<file path="src/rtl/core/ir_remote_frame_encoder_assert.svh">
// Assertion macros used by the encoder top level.
`ifndef IR_REMOTE_FRAME_ENCODER_ASSERT_SVH
`define IR_REMOTE_FRAME_ENCODER_ASSERT_SVH

// Same-cycle implication, checked out of reset.
`define IRFE_ASSERT_NOW(label, clk, rst, ante, cons, msg) \
  label: assert property (@(posedge clk) disable iff (rst) (ante) |-> (cons)) \
    else $error(msg);

// Next-cycle implication, checked out of reset.
`define IRFE_ASSERT_NEXT(label, clk, rst, ante, cons, msg) \
  label: assert property (@(posedge clk) disable iff (rst) (ante) |=> (cons)) \
    else $error(msg);

`endif

</file>
<file path="src/rtl/core/irfe_pkg.sv">
package irfe_pkg;

  // Protocol codes on the operation field
  typedef enum logic [2:0] {
    PROTO_NEC  = 3'd0,
    PROTO_NECX = 3'd1,
    PROTO_RC5  = 3'd2,
    PROTO_SAM  = 3'd3,
    PROTO_SIRC = 3'd4,
    PROTO_RC6  = 3'd5,
    PROTO_KASE = 3'd6,
    PROTO_NONE = 3'd7
  } proto_t;

  // Carrier codes
  localparam logic [1:0] CAR_36 = 2'd0;
  localparam logic [1:0] CAR_38 = 2'd1;
  localparam logic [1:0] CAR_40 = 2'd2;

  localparam int TimeW   = 10;
  localparam int StreamW = 48;
  localparam int CntW    = 6;

  // Element durations, 10 us units
  localparam logic [TimeW-1:0] T_NEC_HM  = 10'd900;
  localparam logic [TimeW-1:0] T_NEC_HS  = 10'd450;
  localparam logic [TimeW-1:0] T_NEC_M   = 10'd56;
  localparam logic [TimeW-1:0] T_NEC_S1  = 10'd168;
  localparam logic [TimeW-1:0] T_RC5_H   = 10'd89;
  localparam logic [TimeW-1:0] T_SAM_H   = 10'd450;
  localparam logic [TimeW-1:0] T_SAM_M   = 10'd55;
  localparam logic [TimeW-1:0] T_SAM_S1  = 10'd165;
  localparam logic [TimeW-1:0] T_SIRC_HM = 10'd240;
  localparam logic [TimeW-1:0] T_SIRC_U  = 10'd60;
  localparam logic [TimeW-1:0] T_SIRC_M1 = 10'd120;
  localparam logic [TimeW-1:0] T_SIRC_GP = 10'd1000;
  localparam logic [TimeW-1:0] T_RC6_HM  = 10'd266;
  localparam logic [TimeW-1:0] T_RC6_HS  = 10'd89;
  localparam logic [TimeW-1:0] T_RC6_H   = 10'd44;
  localparam logic [TimeW-1:0] T_RC6_GP  = 10'd266;
  localparam logic [TimeW-1:0] T_KASE_HM = 10'd338;
  localparam logic [TimeW-1:0] T_KASE_HS = 10'd169;
  localparam logic [TimeW-1:0] T_KASE_M  = 10'd42;
  localparam logic [TimeW-1:0] T_KASE_S1 = 10'd126;

  // Controller states
  typedef enum logic [1:0] {
    ST_IDLE,
    ST_HEAD,
    ST_BITS,
    ST_TAIL
  } state_t;

  // Which element of the frame is produced
  typedef enum logic [1:0] {
    SEL_HEAD,
    SEL_BIT,
    SEL_TAIL
  } elem_sel_t;

  typedef struct packed {
    logic      load;
    logic      emit;
    logic      advance;
    logic      last;
    elem_sel_t sel;
  } ctrl_cmd_t;

  typedef struct packed {
    logic op_valid;
    logic has_header;
    logic has_trailer;
    logic bit_done;
    logic cnt_one;
  } dp_status_t;

  // Reverse eight bits so an MSB-first field goes out first from bit 0
  function automatic logic [7:0] rev8(input logic [7:0] x);
    logic [7:0] r;
    for (int i = 0; i < 8; i++) begin
      r[i] = x[7-i];
    end
    return r;
  endfunction

endpackage

</file>
<file path="src/rtl/core/ir_remote_frame_encoder.sv">
// The item's edge loads the frame; the header state then registers the first element,
// or for RC-5, which has no header and spends its header state idle, the first bit state.
// One element per cycle while a frame goes out; busy covers an N-element frame (9 to 50),
// also the idle header state for RC-5, and only the header state for the unused protocol
// code. The next item is taken once busy is low. Results cannot be stalled.
// Reset (rst, synchronous, active high) returns the sequencer to idle and clears strobe.
`include "ir_remote_frame_encoder_assert.svh"

module ir_remote_frame_encoder (
  input  logic        clk,
  input  logic        rst,
  input  logic        start,
  output logic        busy,
  input  logic [2:0]  operation,
  input  logic [25:0] address,
  input  logic [15:0] command,
  input  logic [4:0]  addr_width,
  output logic [9:0]  mark_time,
  output logic [9:0]  space_time,
  output logic [1:0]  carrier_select,
  output logic        last,
  output logic        strobe
);

  irfe_pkg::ctrl_cmd_t  cmd;
  irfe_pkg::dp_status_t sts;

  irfe_ctrl u_ctrl (
    .clk   (clk),
    .rst   (rst),
    .start (start),
    .sts   (sts),
    .cmd   (cmd),
    .busy  (busy)
  );

  irfe_datapath u_datapath (
    .clk            (clk),
    .rst            (rst),
    .cmd            (cmd),
    .operation      (operation),
    .address        (address),
    .command        (command),
    .addr_width     (addr_width),
    .sts            (sts),
    .mark_time      (mark_time),
    .space_time     (space_time),
    .carrier_select (carrier_select),
    .last           (last),
    .strobe         (strobe)
  );

  // Check sequencing between control and outputs
  `IRFE_ASSERT_NEXT(a_take_sets_busy, clk, rst, start && !busy, busy, "item taken but not busy")
  `IRFE_ASSERT_NOW(a_strobe_in_frame, clk, rst, strobe, $past(busy), "element outside a frame")
  `IRFE_ASSERT_NOW(a_last_ends_frame, clk, rst, strobe && last, !busy, "busy after last element")

endmodule

</file>
<file path="src/rtl/core/irfe_ctrl.sv">
module irfe_ctrl (
  input  logic                  clk,
  input  logic                  rst,
  input  logic                  start,
  input  irfe_pkg::dp_status_t  sts,
  output irfe_pkg::ctrl_cmd_t   cmd,
  output logic                  busy
);

  irfe_pkg::state_t state;
  irfe_pkg::state_t state_next;
  logic             final_bit;

  assign final_bit = sts.bit_done && sts.cnt_one;
  assign busy      = (state != irfe_pkg::ST_IDLE);

  // Hold state
  always_ff @(posedge clk) begin
    if (rst) begin
      state <= irfe_pkg::ST_IDLE;
    end else begin
      state <= state_next;
    end
  end

  // Next state
  always_comb begin
    state_next = state;
    case (state)
      irfe_pkg::ST_IDLE: begin
        if (start) state_next = irfe_pkg::ST_HEAD;
      end
      irfe_pkg::ST_HEAD: begin
        state_next = sts.op_valid ? irfe_pkg::ST_BITS : irfe_pkg::ST_IDLE;
      end
      irfe_pkg::ST_BITS: begin
        if (final_bit) begin
          state_next = sts.has_trailer ? irfe_pkg::ST_TAIL : irfe_pkg::ST_IDLE;
        end
      end
      irfe_pkg::ST_TAIL: begin
        state_next = irfe_pkg::ST_IDLE;
      end
      default: state_next = irfe_pkg::ST_IDLE;
    endcase
  end

  // Commands to the datapath
  always_comb begin
    cmd = '{load: 1'b0, emit: 1'b0, advance: 1'b0, last: 1'b0,
            sel: irfe_pkg::SEL_BIT};
    case (state)
      irfe_pkg::ST_IDLE: begin
        cmd.load = start;
      end
      irfe_pkg::ST_HEAD: begin
        cmd.sel  = irfe_pkg::SEL_HEAD;
        cmd.emit = sts.op_valid && sts.has_header;
      end
      irfe_pkg::ST_BITS: begin
        cmd.emit    = 1'b1;
        cmd.advance = 1'b1;
        cmd.last    = final_bit && !sts.has_trailer;
      end
      irfe_pkg::ST_TAIL: begin
        cmd.sel  = irfe_pkg::SEL_TAIL;
        cmd.emit = 1'b1;
        cmd.last = 1'b1;
      end
      default: ;
    endcase
  end

endmodule

</file>
<file path="src/rtl/core/irfe_datapath.sv">
module irfe_datapath (
  input  logic                 clk,
  input  logic                 rst,
  input  irfe_pkg::ctrl_cmd_t  cmd,
  input  logic [2:0]           operation,
  input  logic [25:0]          address,
  input  logic [15:0]          command,
  input  logic [4:0]           addr_width,
  output irfe_pkg::dp_status_t sts,
  output logic [9:0]           mark_time,
  output logic [9:0]           space_time,
  output logic [1:0]           carrier_select,
  output logic                 last,
  output logic                 strobe
);

  logic [2:0]                    op;
  logic [irfe_pkg::StreamW-1:0]  stream;
  logic [irfe_pkg::CntW-1:0]     cnt;
  logic                          half;

  logic [irfe_pkg::StreamW-1:0]  stream_next;
  logic [irfe_pkg::CntW-1:0]     cnt_next;
  logic [4:0]                    abits_sat;
  logic [7:0]                    kb0, kb1, kb2, kb3, kb4, kb5;
  logic [7:0]                    kpar;
  logic                          biphase;
  logic                          b;
  logic [9:0]                    mk, sp;
  logic [1:0]                    car;

  assign abits_sat = (addr_width > 5'd16) ? 5'd16 : addr_width;

  // Kaseikyo bytes with nibble and byte parity
  assign kb0  = address[15:8];
  assign kb1  = address[23:16];
  assign kpar = kb0 ^ kb1;
  assign kb2  = {address[7:4], kpar[3:0] ^ kpar[7:4]};
  assign kb3  = {command[3:0], address[3:0]};
  assign kb4  = {address[25:24], command[9:4]};
  assign kb5  = kb2 ^ kb3 ^ kb4;

  // Build the bit stream in send order, bit 0 first
  always_comb begin
    stream_next = '0;
    cnt_next    = '0;
    case (irfe_pkg::proto_t'(operation))
      irfe_pkg::PROTO_NEC: begin
        stream_next = {16'd0, ~command[7:0], command[7:0], ~address[7:0], address[7:0]};
        cnt_next    = 6'd32;
      end
      irfe_pkg::PROTO_NECX, irfe_pkg::PROTO_SAM: begin
        stream_next = {16'd0, command, address[15:0]};
        cnt_next    = 6'd32;
      end
      irfe_pkg::PROTO_RC5: begin
        stream_next = {34'd0, command[0], command[1], command[2], command[3],
                       command[4], command[5], address[0], address[1], address[2],
                       address[3], address[4], 1'b0, ~command[6], 1'b1};
        cnt_next    = 6'd14;
      end
      irfe_pkg::PROTO_SIRC: begin
        stream_next = {25'd0, address[15:0], command[6:0]};
        cnt_next    = 6'd7 + {1'b0, abits_sat};
      end
      irfe_pkg::PROTO_RC6: begin
        stream_next = {27'd0, irfe_pkg::rev8(command[7:0]), irfe_pkg::rev8(address[7:0]),
                       5'b00001};
        cnt_next    = 6'd21;
      end
      irfe_pkg::PROTO_KASE: begin
        stream_next = {kb5, kb4, kb3, kb2, kb1, kb0};
        cnt_next    = 6'd48;
      end
      default: ;
    endcase
  end

  assign biphase = (op == irfe_pkg::PROTO_RC5) || (op == irfe_pkg::PROTO_RC6);

  // Status to the controller
  assign sts.op_valid    = (op != irfe_pkg::PROTO_NONE);
  assign sts.has_header  = (op != irfe_pkg::PROTO_RC5);
  assign sts.has_trailer = (op != irfe_pkg::PROTO_RC5);
  assign sts.bit_done    = !biphase || half;
  assign sts.cnt_one     = (cnt == 6'd1);

  // Load the frame, then advance by half bit or whole bit
  always_ff @(posedge clk) begin
    if (rst) begin
      cnt  <= '0;
      half <= 1'b0;
    end else if (cmd.load) begin
      op     <= operation;
      stream <= stream_next;
      cnt    <= cnt_next;
      half   <= 1'b0;
    end else if (cmd.advance) begin
      if (biphase && !half) begin
        half <= 1'b1;
      end else begin
        stream <= stream >> 1;
        cnt    <= cnt - 6'd1;
        half   <= 1'b0;
      end
    end
  end

  assign b = stream[0];

  // Pick the element durations and carrier
  always_comb begin
    mk  = '0;
    sp  = '0;
    car = irfe_pkg::CAR_36;
    case (irfe_pkg::proto_t'(op))
      irfe_pkg::PROTO_NEC, irfe_pkg::PROTO_NECX: begin
        car = irfe_pkg::CAR_38;
        case (cmd.sel)
          irfe_pkg::SEL_HEAD: begin mk = irfe_pkg::T_NEC_HM; sp = irfe_pkg::T_NEC_HS; end
          irfe_pkg::SEL_TAIL: begin mk = irfe_pkg::T_NEC_M;  sp = '0; end
          default: begin
            mk = irfe_pkg::T_NEC_M;
            sp = b ? irfe_pkg::T_NEC_S1 : irfe_pkg::T_NEC_M;
          end
        endcase
      end
      irfe_pkg::PROTO_RC5: begin
        car = irfe_pkg::CAR_36;
        mk  = (b == half) ? irfe_pkg::T_RC5_H : '0;
        sp  = (b == half) ? '0 : irfe_pkg::T_RC5_H;
      end
      irfe_pkg::PROTO_SAM: begin
        car = irfe_pkg::CAR_38;
        case (cmd.sel)
          irfe_pkg::SEL_HEAD: begin mk = irfe_pkg::T_SAM_H; sp = irfe_pkg::T_SAM_H; end
          irfe_pkg::SEL_TAIL: begin mk = irfe_pkg::T_SAM_M; sp = '0; end
          default: begin
            mk = irfe_pkg::T_SAM_M;
            sp = b ? irfe_pkg::T_SAM_S1 : irfe_pkg::T_SAM_M;
          end
        endcase
      end
      irfe_pkg::PROTO_SIRC: begin
        car = irfe_pkg::CAR_40;
        case (cmd.sel)
          irfe_pkg::SEL_HEAD: begin mk = irfe_pkg::T_SIRC_HM; sp = irfe_pkg::T_SIRC_U; end
          irfe_pkg::SEL_TAIL: begin mk = '0; sp = irfe_pkg::T_SIRC_GP; end
          default: begin
            mk = b ? irfe_pkg::T_SIRC_M1 : irfe_pkg::T_SIRC_U;
            sp = irfe_pkg::T_SIRC_U;
          end
        endcase
      end
      irfe_pkg::PROTO_RC6: begin
        car = irfe_pkg::CAR_36;
        case (cmd.sel)
          irfe_pkg::SEL_HEAD: begin mk = irfe_pkg::T_RC6_HM; sp = irfe_pkg::T_RC6_HS; end
          irfe_pkg::SEL_TAIL: begin mk = '0; sp = irfe_pkg::T_RC6_GP; end
          default: begin
            mk = (b != half) ? irfe_pkg::T_RC6_H : '0;
            sp = (b != half) ? '0 : irfe_pkg::T_RC6_H;
          end
        endcase
      end
      irfe_pkg::PROTO_KASE: begin
        car = irfe_pkg::CAR_38;
        case (cmd.sel)
          irfe_pkg::SEL_HEAD: begin mk = irfe_pkg::T_KASE_HM; sp = irfe_pkg::T_KASE_HS; end
          irfe_pkg::SEL_TAIL: begin mk = irfe_pkg::T_KASE_M;  sp = '0; end
          default: begin
            mk = irfe_pkg::T_KASE_M;
            sp = b ? irfe_pkg::T_KASE_S1 : irfe_pkg::T_KASE_M;
          end
        endcase
      end
      default: ;
    endcase
  end

  // Register the element and its strobe
  always_ff @(posedge clk) begin
    if (rst) begin
      strobe <= 1'b0;
    end else begin
      strobe <= cmd.emit;
    end
  end

  always_ff @(posedge clk) begin
    if (cmd.emit) begin
      mark_time      <= mk;
      space_time     <= sp;
      carrier_select <= car;
      last           <= cmd.last;
    end
  end

endmodule

</file>
<file path="config.mk">
export PLATFORM = sky130hd
export DESIGN_NAME = ir_remote_frame_encoder
export DESIGN_NICKNAME = d
export VERILOG_FILES = /design/src/rtl/core/irfe_pkg.sv /design/src/rtl/core/ir_remote_frame_encoder.sv /design/src/rtl/core/irfe_ctrl.sv /design/src/rtl/core/irfe_datapath.sv
export VERILOG_INCLUDE_DIRS = /design/src /design/src/rtl/core
export SDC_FILE = /design/constraint.sdc
export NUM_CORES = 1
export LEC_CHECK = 0
export BUFFER_PORTS_ARGS = -buffer_cell sky130_fd_sc_hd__buf_2
export CORE_ASPECT_RATIO = 0.5
export CORE_UTILIZATION = 60
export CTS_CLUSTER_DIAMETER = 30
export DETAILED_ROUTE_END_ITERATION = 10
export GPL_TIMING_DRIVEN = 0
export HOLD_SLACK_MARGIN = 0.15
export PLACE_DENSITY = 0.82
export REMOVE_ABC_BUFFERS = 1
export SETUP_SLACK_MARGIN = 0.2
export SLEW_MARGIN = 20
export SYNTH_ARGS = -nofsm -noshare
export SYNTH_HDL_FRONTEND = slang
export SYNTH_HIERARCHICAL = 1
export SYNTH_SLANG_ARGS = --single-unit
export TNS_END_PERCENT = 50
</file>
<file path="constraint.sdc">
create_clock -name clk -period 10.3 [get_ports clk]
set_clock_uncertainty 0.2 [all_clocks]
set_input_delay 1.03 -clock clk [delete_from_list [all_inputs] [get_ports clk]]
set_output_delay 1.03 -clock clk [all_outputs]
set_load 0.1 [all_outputs]
</file>
==> flow_metrics.tcl, run 1 <==
set metrics [dict create \
    synth_cells 553 \
    min_period_over_period_pct 33.61 \
    hold_buffers 0 \
    worst_pin_slew_ns 1.019 \
    tns_ns 0 \
    dr.pass1.iters 6 \
    crit_chain "buf_2 -> clkinv_1 -> nor2_4 -> a21oi_1 -> o22ai_1" \
    core_um2 8768 \
    gp_congestion 0.8935 \
    drt-initial-drc-count 626 \
    start_util_pct 62.46 \
    cp.required_ns 10.24 \
    routed_wl_mm 14.28 \
    dp_slack_ns 6.585 \
    cts-resized-gates 0 \
    vdd_drop_max_uv 92.53 \
    num_vias 4832 \
    finalHoldViolations 0 \
    grt_usage_pct 31.09 \
    grt_pass1_wl_mm 22.36 \
    clkLatencyLatePin_ns 0.34 \
    synth_edf_count 74 \
    ant_nets 0 \
    clk_pin_slew_ns 0.06 \
    end_kind "flip-flop" \
    mappedNetlistArea_um2 5477 \
    hpwl_mm 9.273 \
    dieArea_um2 9537 \
    cp_max_fo 46 \
    grt_overflow 0 \
    grt_pass1_vias 4412 \
    slowest_delay_ns 0.73 \
    synth_cell_type_count 74 \
    setup_violations 0 \
    critPathArrivalTime_ns 3.40 \
    ys_seq_area_share_pct 44.23 \
    post_cts_buffers 0 \
    fmax_mhz 288.8 \
    viasPerCell 6.758 \
    worstSetupPathType "input port to flip-flop" \
    p_leak_nw 2.248 \
    rsz0062_at_grt "no" \
    period_minus_slack_ns 3.462 \
    cts_tree "yes" \
    final.fill_count 650 \
    fin_ws_ns 6.838 \
    synth-seq-cells 84 \
    cp-start-kind "input port" \
    antenna_found_initial 0 \
    yosys.area.top_type "edfxtp_1" \
    die_h_um 69.56 \
    slowest_stage "clkinv_1" \
    hold_class "flip-flop to flip-flop" \
    drv_slew 0 \
    io_buffers 77 \
    synth_top_area_share_pct 40.58 \
    design.portCount 78 \
    synth-async-reset-ratio_pct 0 \
    cts.sinks 84 \
    die_w_um 137.1 \
    clock-root-buffer "clkbuf_16" \
    area_delta_synth_final_pct 13.23 \
    layout.nets 650 \
    htreeDepth 3 \
    ys.flop_type "edfxtp_1" \
    clockBufferDepth 2 \
    syn_avg_cell_area_um2 9.903 \
    diodes 0 \
    ys_top_cells_by_area "edfxtp_1, o2bb2ai_1, xnor2_1, dfxtp_1, a21oi_1" \
    outcome "finished clean" \
    grt_max_degree 57 \
    rows 24 \
    wl_per_cell_um 19.98 \
    yosysWarnings 6 \
    power_density_nw_per_um2 166.3 \
    cts_buffers 9 \
    slew-limit-headroom_pct 32.07 \
    drive_above_1_share_pct 19.06 \
    drc 0 \
    max-cap-violations 0 \
]
-- Yosys cell counts, types with 10 or more instances --
| cell type | n |
|---|---|
| edfxtp_1 | 74 |
| nand2_1 | 44 |
| o2bb2ai_1 | 37 |
| a21oi_1 | 36 |
| nor2_1 | 30 |
| xnor2_1 | 24 |
| clkbuf_1 | 21 |
| o21ai_0 | 21 |
| buf_2 | 19 |
| nor2b_1 | 17 |
| mux2i_1 | 16 |
| nand2b_1 | 14 |
| inv_1 | 13 |
| xor2_1 | 13 |
| nor3_1 | 11 |
| dfxtp_1 | 10 |
-- cells in the final DEF (no fill, tap or decap), types with 10 or more instances in the layout --
cell        n
a21oi_1    35
buf_2      77
dfxtp_1    10
edfxtp_1   74
inv_1      12
mux2i_1    16
nand2_1    44
nand2b_1   14
nor2_1     29
nor2b_1    17
nor3_1     11
o21ai_0    21
o2bb2ai_1  37
xnor2_1    24
xor2_1     13
-- report_power, final --
group / leakage (nW) / switching, mW / internal, mW
sequential: 0.782 / 0.0150 / 0.408
clock: 0.148 / 0.130 / 0.210
combinational: 1.32 / 0.183 / 0.0843
total: 2.25 / 0.328 / 0.703
-- path summary, 6_finish.rpt --
path                                       startpoint               endpoint  slack [ns]  cells after the start
worst min register to register  u_datapath/stream[21]  u_datapath/stream[20]        0.33                      1
worst max-delay path                     operation[2]  u_datapath/stream[17]        6.84                      5
worst max register to register       u_datapath/op[1]      u_datapath/strobe        7.37                      5
worst min-delay path            u_datapath/stream[21]  u_datapath/stream[20]        0.33                      1
-- through the flow --
step	std cells	hold slack, ns	power, mW	area [um2]	utilization (%)
2_1_floorplan	502	0.2972	0.6108	5241	-
3_3_place_gp	696	0.3023	0.6779	5773	65.84
3_5_place_dp	700	0.3064	0.6907	5894	67.22
4_1_cts	715	0.3199	1.029	6201	70.72
5_1_grt	715	0.3363	1.063	6201	70.72
6_report	715	0.3255	1.031	6201	70.72
-- final cells by class --
class	instances	area [um2]	share of cell area (%)
inverters	15	56.30	0.9080
clock inverters	5	77.57	1.251
clock buffers	10	229.0	3.692
multi-input cells	403	2781	44.85
well taps	117	146.4	2.361
flip-flops and latches	84	2422	39.06
repair buffers	81	488.0	7.869
-- state kept, by name, indices dropped and copies added, names as in the netlist --
signal                     cells
u_ctrl/state                   2
u_datapath/carrier_select      2
u_datapath/cnt                 6
u_datapath/half                1
u_datapath/last                1
u_datapath/mark_time          10
u_datapath/op                  3
u_datapath/space_time         10
u_datapath/stream             48
u_datapath/strobe              1
-- routing by layer --
metal	routed length [um]	track usage (%)	share of wire, %
met4	396	14.16	2.8
met2	6721	49.66	47
met5	0	0	0
met3	1404	8.187	9.8
met1	5760	39.58	40
-- cell families after synthesis --
kind of cell | count (synthesis) | share of synthesized area (%)
and+or+nand+nor | 158 | 15.54
AOI/OAI and AO/OA | 184 | 24.15
DFF | 84 | 44.23
muxes | 21 | 4.158
adders and majority gates | 3 | 0.6855
xor gates and xnor gates | 37 | 5.917
buffers and inverters | 66 | 5.323
-- critical path, delay by kind of cell --
family / cells / cell delay [ns]
compound gates: 2 / 0.40
buf+inv: 2 / 1.36
simple gates: 1 / 0.59
Note: power is estimated with default switching activity, not from simulation.
==> run 2: changes to the inputs <==
--- a/config.mk
+++ b/config.mk
@@ -6,14 +6,15 @@
 export SDC_FILE = /design/constraint.sdc
 export NUM_CORES = 1
 export LEC_CHECK = 0
+export ABC_AREA = 1
 export BUFFER_PORTS_ARGS = -buffer_cell sky130_fd_sc_hd__buf_2
 export CORE_ASPECT_RATIO = 0.5
-export CORE_UTILIZATION = 60
+export CORE_UTILIZATION = 52
 export CTS_CLUSTER_DIAMETER = 30
 export DETAILED_ROUTE_END_ITERATION = 10
 export GPL_TIMING_DRIVEN = 0
 export HOLD_SLACK_MARGIN = 0.15
-export PLACE_DENSITY = 0.82
+export PLACE_DENSITY = 0.76
 export REMOVE_ABC_BUFFERS = 1
 export SETUP_SLACK_MARGIN = 0.2
 export SLEW_MARGIN = 20
==> constraint.sdc (replaced) <==
create_clock -name clk -period 2.9 [get_ports clk]
set_clock_uncertainty 0.2 [all_clocks]
set_input_delay 0.29 -clock clk [delete_from_list [all_inputs] [get_ports clk]]
set_output_delay 0.29 -clock clk [all_outputs]
set_load 0.1 [all_outputs]
==> run 2 against run 1 <==
Effect of this change: first-iteration DRC count down 0.80%; synthesized area down 7.1%; critical endpoint is now u_datapath/stream[16]; cell count up 22%; largest cell class is now flip-flops and latches; critical path depth up 6; highest routed layer unchanged; die area up 7.0%; via count up 1.9%; final area down 2.4%; global-route usage down 2.2 points; clock-buffer cell count unchanged; worst hold slack worse by 0.16 ns; core utilization down 6.9 points; combinational power rose to 10 times the previous value.
==> flow_metrics.tcl, run 2 <==
set metrics [dict create \
    crit_buf_inv 5 \
    synth_top_area_share_pct 43.68 \
    worstSetupPathType "input port to flip-flop" \
    finalNonFillerCells 872 \
    clk_pin_slew_ns 0.06 \
    setup_violations 0 \
    yosys.area.top_type "edfxtp_1" \
    start_util_pct 53.68 \
    pwr-share-clk_pct 19.4 \
    pwr-share-seq_pct 33.8 \
    cp_max_fo 13 \
    area_delta_synth_final_pct 18.96 \
    ys.flop_type "edfxtp_1" \
    clock-root-buffer "clkbuf_16" \
    multi_input_area_um2 2326 \
    drv_slew 0 \
    power_density_nw_per_um2 967.1 \
    yosysWarnings 6 \
    worst_pin_slew_ns 0.9044 \
    dpl.cell_count 842 \
    layout.nets 789 \
    tns_ns 0 \
    p_int_mw 3.094 \
    design.portCount 78 \
    ant_nets 0 \
    drc 0 \
    synth-seq-cells 84 \
    switching_share_pct 47.14 \
    synth_edf_count 74 \
    rsz0062_at_grt "no" \
    postPlaceCellArea_um2 5593 \
    crit_family "buffers and inverters" \
    fin_util_pct 63.85 \
    final_common_cell "nand2_1" \
    clockBufferDepth 2 \
    fmax_mhz 404.6 \
    grt_overflow 0 \
    mappedNetlistArea_um2 5087 \
    synth_most_common_cell "nand2_1" \
    clkLatencyLatePin_ns 0.34 \
    r2r_cells 8 \
    p_leak_nw 2.686 \
    rows 25 \
    yosys-top-cells-count "nand2_1, edfxtp_1, inv_1" \
    p_sw_mw 2.759 \
    antenna_found_initial 0 \
    grt_pass1_wl_mm 22.18 \
    gp_congestion 0.9418 \
    slew-limit-headroom_pct 39.56 \
    finalHoldViolations 0 \
    vdd_drop_max_uv 356.1 \
    io_buffers 77 \
    routed_wl_mm 14.19 \
    register_area_um2 2422 \
    r2r_slack_ns 0.58 \
    min_period_over_period_pct 85.22 \
    worst_hold_path.endpoint "u_datapath/cnt[0]" \
    power_mw 5.853 \
    wl_per_cell_um 16.28 \
    whs_path_depth 5 \
    cts_tree "yes" \
    crit_chain "dlygate4sd3_1 -> buf_2 -> inv_1 -> nand3_1 -> inv_1 -> nand2_1 -> o21ai_0 -> inv_1 -> nand3_1 -> nand2_1 -> nand2_1" \
    ys_top_cells_by_area "edfxtp_1, nand2_1, o21ai_0, inv_1, dfxtp_1" \
    synth_cells 650 \
    cts.sinks 84 \
    drt-initial-drc-count 621 \
    slowest_delay_ns 0.53 \
    hpwl_mm 9.429 \
    hp-start "addr_width[4]" \
    die_w_um 141.9 \
    critPathArrivalTime_ns 2.35 \
    r2r-start "u_ctrl/state[0]" \
    p_comb_share_pct 46.8 \
    viasPerCell 5.644 \
    dr.pass1.iters 6 \
    drive_above_1_share_pct 16.15 \
    grt_max_degree 44 \
    end_kind "flip-flop" \
    max-cap-violations 0 \
    slowest_stage "dlygate4sd3_1" \
    largestRegisters "u_datapath/stream: 48 flops, u_datapath/mark_time: 10 flops, u_datapath/space_time: 10 flops" \
    cp.required_ns 2.78 \
    ys_seq_area_share_pct 47.61 \
    die_h_um 71.94 \
    syn_avg_cell_area_um2 7.827 \
    largest_reg_flops 48 \
    synth_cell_type_count 39 \
    grt_pass1_vias 4312 \
    dieArea_um2 10210 \
    num_vias 4922 \
    largest_register "u_datapath/stream" \
    synth-async-reset-ratio_pct 0 \
    cp-start-kind "input port" \
    cts_buffers 9 \
    final_cell_mix "nand2_1, buf_2, edfxtp_1" \
    period_minus_slack_ns 2.471 \
    grt_usage_pct 28.93 \
    diodes 0 \
    hold_class "input port to flip-flop" \
    outcome "finished clean" \
    final_cell_area_um2 6052 \
    core_um2 9478 \
    final.fill_count 862 \
    htreeDepth 3 \
    r2r_end "u_datapath/stream[32]" \
]
[run 2: cell types whose count changed after synthesis, moves of 16 or more]
cell and change:
o2bb2ai_1 -37, nand3_1 +30, nor2_1 +18, o21ai_0 +40, nor2b_1 -17, nand2_1 +158, inv_1 +55, mux2i_1 -16
[run 2: worst max-delay path by stage]
stage	slack [ns]	from	to	depth (start not counted)
global placement	-5.18	u_ctrl/state[0]	u_datapath/stream[43]	7
detailed placement	-0.52	u_ctrl/state[0]	u_datapath/stream[31]	8
global route	0.35	operation[1]	u_datapath/stream[16]	11
CTS	0.27	u_ctrl/state[0]	u_datapath/stream[32]	7
finish	0.43	operation[1]	u_datapath/stream[16]	11
floorplan	-3.13	u_ctrl/state[0]	u_datapath/stream[0]	7
[run 2: cells by family (layout without fill, tap and decap cells)]
kind of cell               Yosys count  in the layout  share of synthesized area, %
and+or+nand+nor                    307            309                         24.79
AOI/OAI and AO/OA                  136            136                         14.98
buffers and inverters               94            179                         7.403
DFF                                 84             84                         47.61
xor gates and xnor gates            26             26                         4.476
adders and majority gates            3              3                        0.7379
[run 2: stage by stage]
stage	worst slack [ns]	hold WS [ns]
after detailed placement	-0.5244	0.2985
final	0.4287	0.1639
after CTS	0.2731	0.1518
after global routing	0.3512	0.2080
after global placement	-5.177	0.2973
after floorplan	-3.131	0.1524
[run 2: what timing repair did]
action / in CTS / in global routing
resized for setup: 3 / 1
hold buffers: 9 / 0
setup endpoints to repair: 51 / 51
pin swaps: 3 / 1
cloned: 2 / 0
setup buffers: 1 / 3
endpoints found under the hold margin: 11 / 0
[run 2: layout make-up]
class / count / area share, %
Inverter: 72 / 4.548
Tap cell: 135 / 2.791
Sequential cell: 84 / 40.02
Multi-Input combinational cell: 474 / 38.43
Timing Repair Buffer: 92 / 9.427
Clock inverter: 5 / 0.9924
Clock buffer: 10 / 3.783
[run 2: worst reg2reg max path, delay by kind of cell (launching register included)]
kind | cells | cell delay [ns]
buffers and inverters | 3 | 0.49
AND/OR/NAND/NOR | 4 | 0.72
AO/OA/AOI/OAI | 1 | 0.33
flip-flops | 1 | 0.37
[run 2: metal layers]
layer / up-vias / part of all wire [%] / global-route usage (%)
met5: - / 0 / 0
met4: 0 / 2.0 / 10.16
met3: 32 / 12 / 7.195
met2: 349 / 45 / 45.16
met1: 2204 / 42 / 39.72
li1: 2337 / - / -
[run 2: power groups by stage]
stage | Sequential, mW | Clock, mW | Combinational (mW)
6_report | 1.98 | 1.14 | 2.74
2_1_floorplan | 3.02 | 0 | 1.03
5_1_grt | 2.01 | 1.21 | 2.93
4_1_cts | 1.98 | 1.15 | 2.68
3_5_place_dp | 2.00 | 0 | 2.60
3_3_place_gp | 2.01 | 0 | 2.52
==> run 3: changes to the inputs <==
--- a/config.mk
+++ b/config.mk
@@ -8,7 +8,7 @@
 export LEC_CHECK = 0
 export ABC_AREA = 1
 export BUFFER_PORTS_ARGS = -buffer_cell sky130_fd_sc_hd__buf_2
-export CORE_ASPECT_RATIO = 0.5
+export CORE_ASPECT_RATIO = 1.2
 export CORE_UTILIZATION = 52
 export CTS_CLUSTER_DIAMETER = 30
 export DETAILED_ROUTE_END_ITERATION = 10
==> run 3 against run 2 <==
Effect of this change: worst setup slack got worse by 0.080 ns; combinational power barely moved; die area fell by 0.22%; sequential power barely moved; maximum frequency fell by 3.1%; clock-buffer cell count fell by 1; final area rose by 0.68%; via count rose by 1.1%; clock power rose by 16%; highest routed layer unchanged.
==> flow_metrics.tcl, run 3 (synthesis results as in run 2) <==
set metrics [dict create \
    clk_pin_slew_ns 0.06 \
    outcome "finished clean" \
    multi_input_area_um2 2320 \
    cp-start-kind "flip-flop" \
    dr.pass1.iters 5 \
    crit_buf_inv 4 \
    area_delta_synth_final_pct 19.77 \
    largest_register "u_datapath/stream" \
    cp_max_fo 47 \
    fmax_mhz 392.0 \
    grt_pass1_wl_mm 22.94 \
    cts.sinks 84 \
    fin_ws_ns 0.3488 \
    crit_chain "nor2_1 -> inv_1 -> nor2_4 -> inv_4 -> buf_12 -> nand2_1 -> nand2_2 -> nor2_4 -> buf_12" \
    hpwl_mm 10.53 \
    die_h_um 110.4 \
    power_density_nw_per_um2 989.7 \
    wl_per_cell_um 17.27 \
    period_minus_slack_ns 2.551 \
    postPlaceCellArea_um2 5584 \
    fin_util_pct 64.04 \
    drv_slew 0 \
    clock-root-buffer "clkbuf_16" \
    num_vias 4975 \
    worstSetupPathType "flip-flop to flip-flop" \
    p_leak_nw 2.722 \
    fin_hold_ws_ns 0.1673 \
    power_mw 6.031 \
    grt_pass1_vias 4509 \
    rsz0062_at_grt "no" \
    min_period_over_period_pct 87.97 \
    dp_slack_ns -0.2759 \
    gp_congestion 0.9966 \
    io_buffers 77 \
    largestRegisters "u_datapath/stream: 48 flops, u_datapath/mark_time: 10 flops, u_datapath/space_time: 10 flops" \
    viasPerCell 5.758 \
    clkLatencyLatePin_ns 0.34 \
    largest_reg_flops 48 \
    end_kind "flip-flop" \
    antenna_found_initial 0 \
    layout.nets 792 \
    cts_tree "yes" \
    critPathArrivalTime_ns 2.39 \
    vdd_drop_max_uv 560.7 \
    setup_violations 0 \
    finalHoldViolations 0 \
    drc 0 \
    ant_nets 0 \
    final_common_cell "nand2_1" \
    max-cap-violations 0 \
    routed_wl_mm 14.92 \
    hold_class "input port to flip-flop" \
    register_area_um2 2422 \
    drive_above_1_share_pct 16.46 \
    slowest_stage "dfxtp_1" \
    rows 39 \
    slew-limit-headroom_pct 41.18 \
    cts_buffers 9 \
    htreeDepth 3 \
    clockBufferDepth 2 \
    grt_usage_pct 30.09 \
    final_cell_area_um2 6093 \
    crit_family "simple AND/OR/NAND/NOR gates" \
    final.fill_count 841 \
    drt-initial-drc-count 416 \
    die_w_um 92.30 \
    final_cell_mix "nand2_1, buf_2, edfxtp_1" \
    diodes 0 \
    grt_overflow 0 \
    start_util_pct 53.46 \
    cp.required_ns 2.74 \
    design.portCount 78 \
    grt_max_degree 48 \
    dieArea_um2 10180 \
    slowest_delay_ns 0.38 \
    core_um2 9515 \
    worst_pin_slew_ns 0.8802 \
]
## run 3: worst min-delay path: cells and delay by family
family	cells	cell delay (ns)
compound gates	1	0.05
simple gates	4	0.24
buf+inv	1	0.09
## run 3: power by group
| part | leakage [nW] | total (mW) | switching [mW] | internal, mW |
|---|---|---|---|---|
| combinational | 1.77 | 2.74 | 2.16 | 0.579 |
| sequential | 0.787 | 1.98 | 0.130 | 1.85 |
| clock | 0.163 | 1.32 | 0.479 | 0.838 |
## run 3: path summary, 6_finish.rpt
| kind | cells after the start | startpoint | end | slack, ns |
|---|---|---|---|---|
| max | 9 | u_ctrl/state[0] | u_datapath/stream[32] | 0.35 |
| min | 6 | addr_width[3] | u_datapath/cnt[3] | 0.17 |
| max reg2reg | 9 | u_ctrl/state[0] | u_datapath/stream[32] | 0.35 |
| min reg2reg | 2 | u_datapath/cnt[1] | u_datapath/cnt[1] | 0.32 |
## run 3: final cells by class
type,count,share of cell area [%]
clock buffers,9,3.696
flip-flops and latches,84,39.75
repair buffers,96,9.548
multi-input cells,473,38.07
clock inverters,7,1.889
well taps,123,2.526
inverters,72,4.517
## run 3: layer usage
metal	share of wire (%)	GRT usage, %	vias up
met5	0	0	-
met4	4.0	16.52	0
li1	-	-	2351
met3	7.1	4.733	47
met1	38	34.20	2309
met2	51	54.37	268
## run 3: what timing repair did
| action | CTS | global route |
|---|---|---|
| hold buffers | 10 | 0 |
| gates resized for setup | 2 | 3 |
| hold endpoints to repair | 12 | 0 |
| pin swaps | 1 | 2 |
| buffers inserted | 2 | 4 |
| endpoints found under the setup margin | 50 | 51 |
| gates cloned | 1 | 0 |
## run 3: through the flow
stage / cells / setup TNS [ns]
global route: 864 / 0
floorplan: 628 / -192.20
CTS: 860 / 0
global placement: 828 / -327.14
finish: 864 / 0
detailed placement: 831 / -8.737
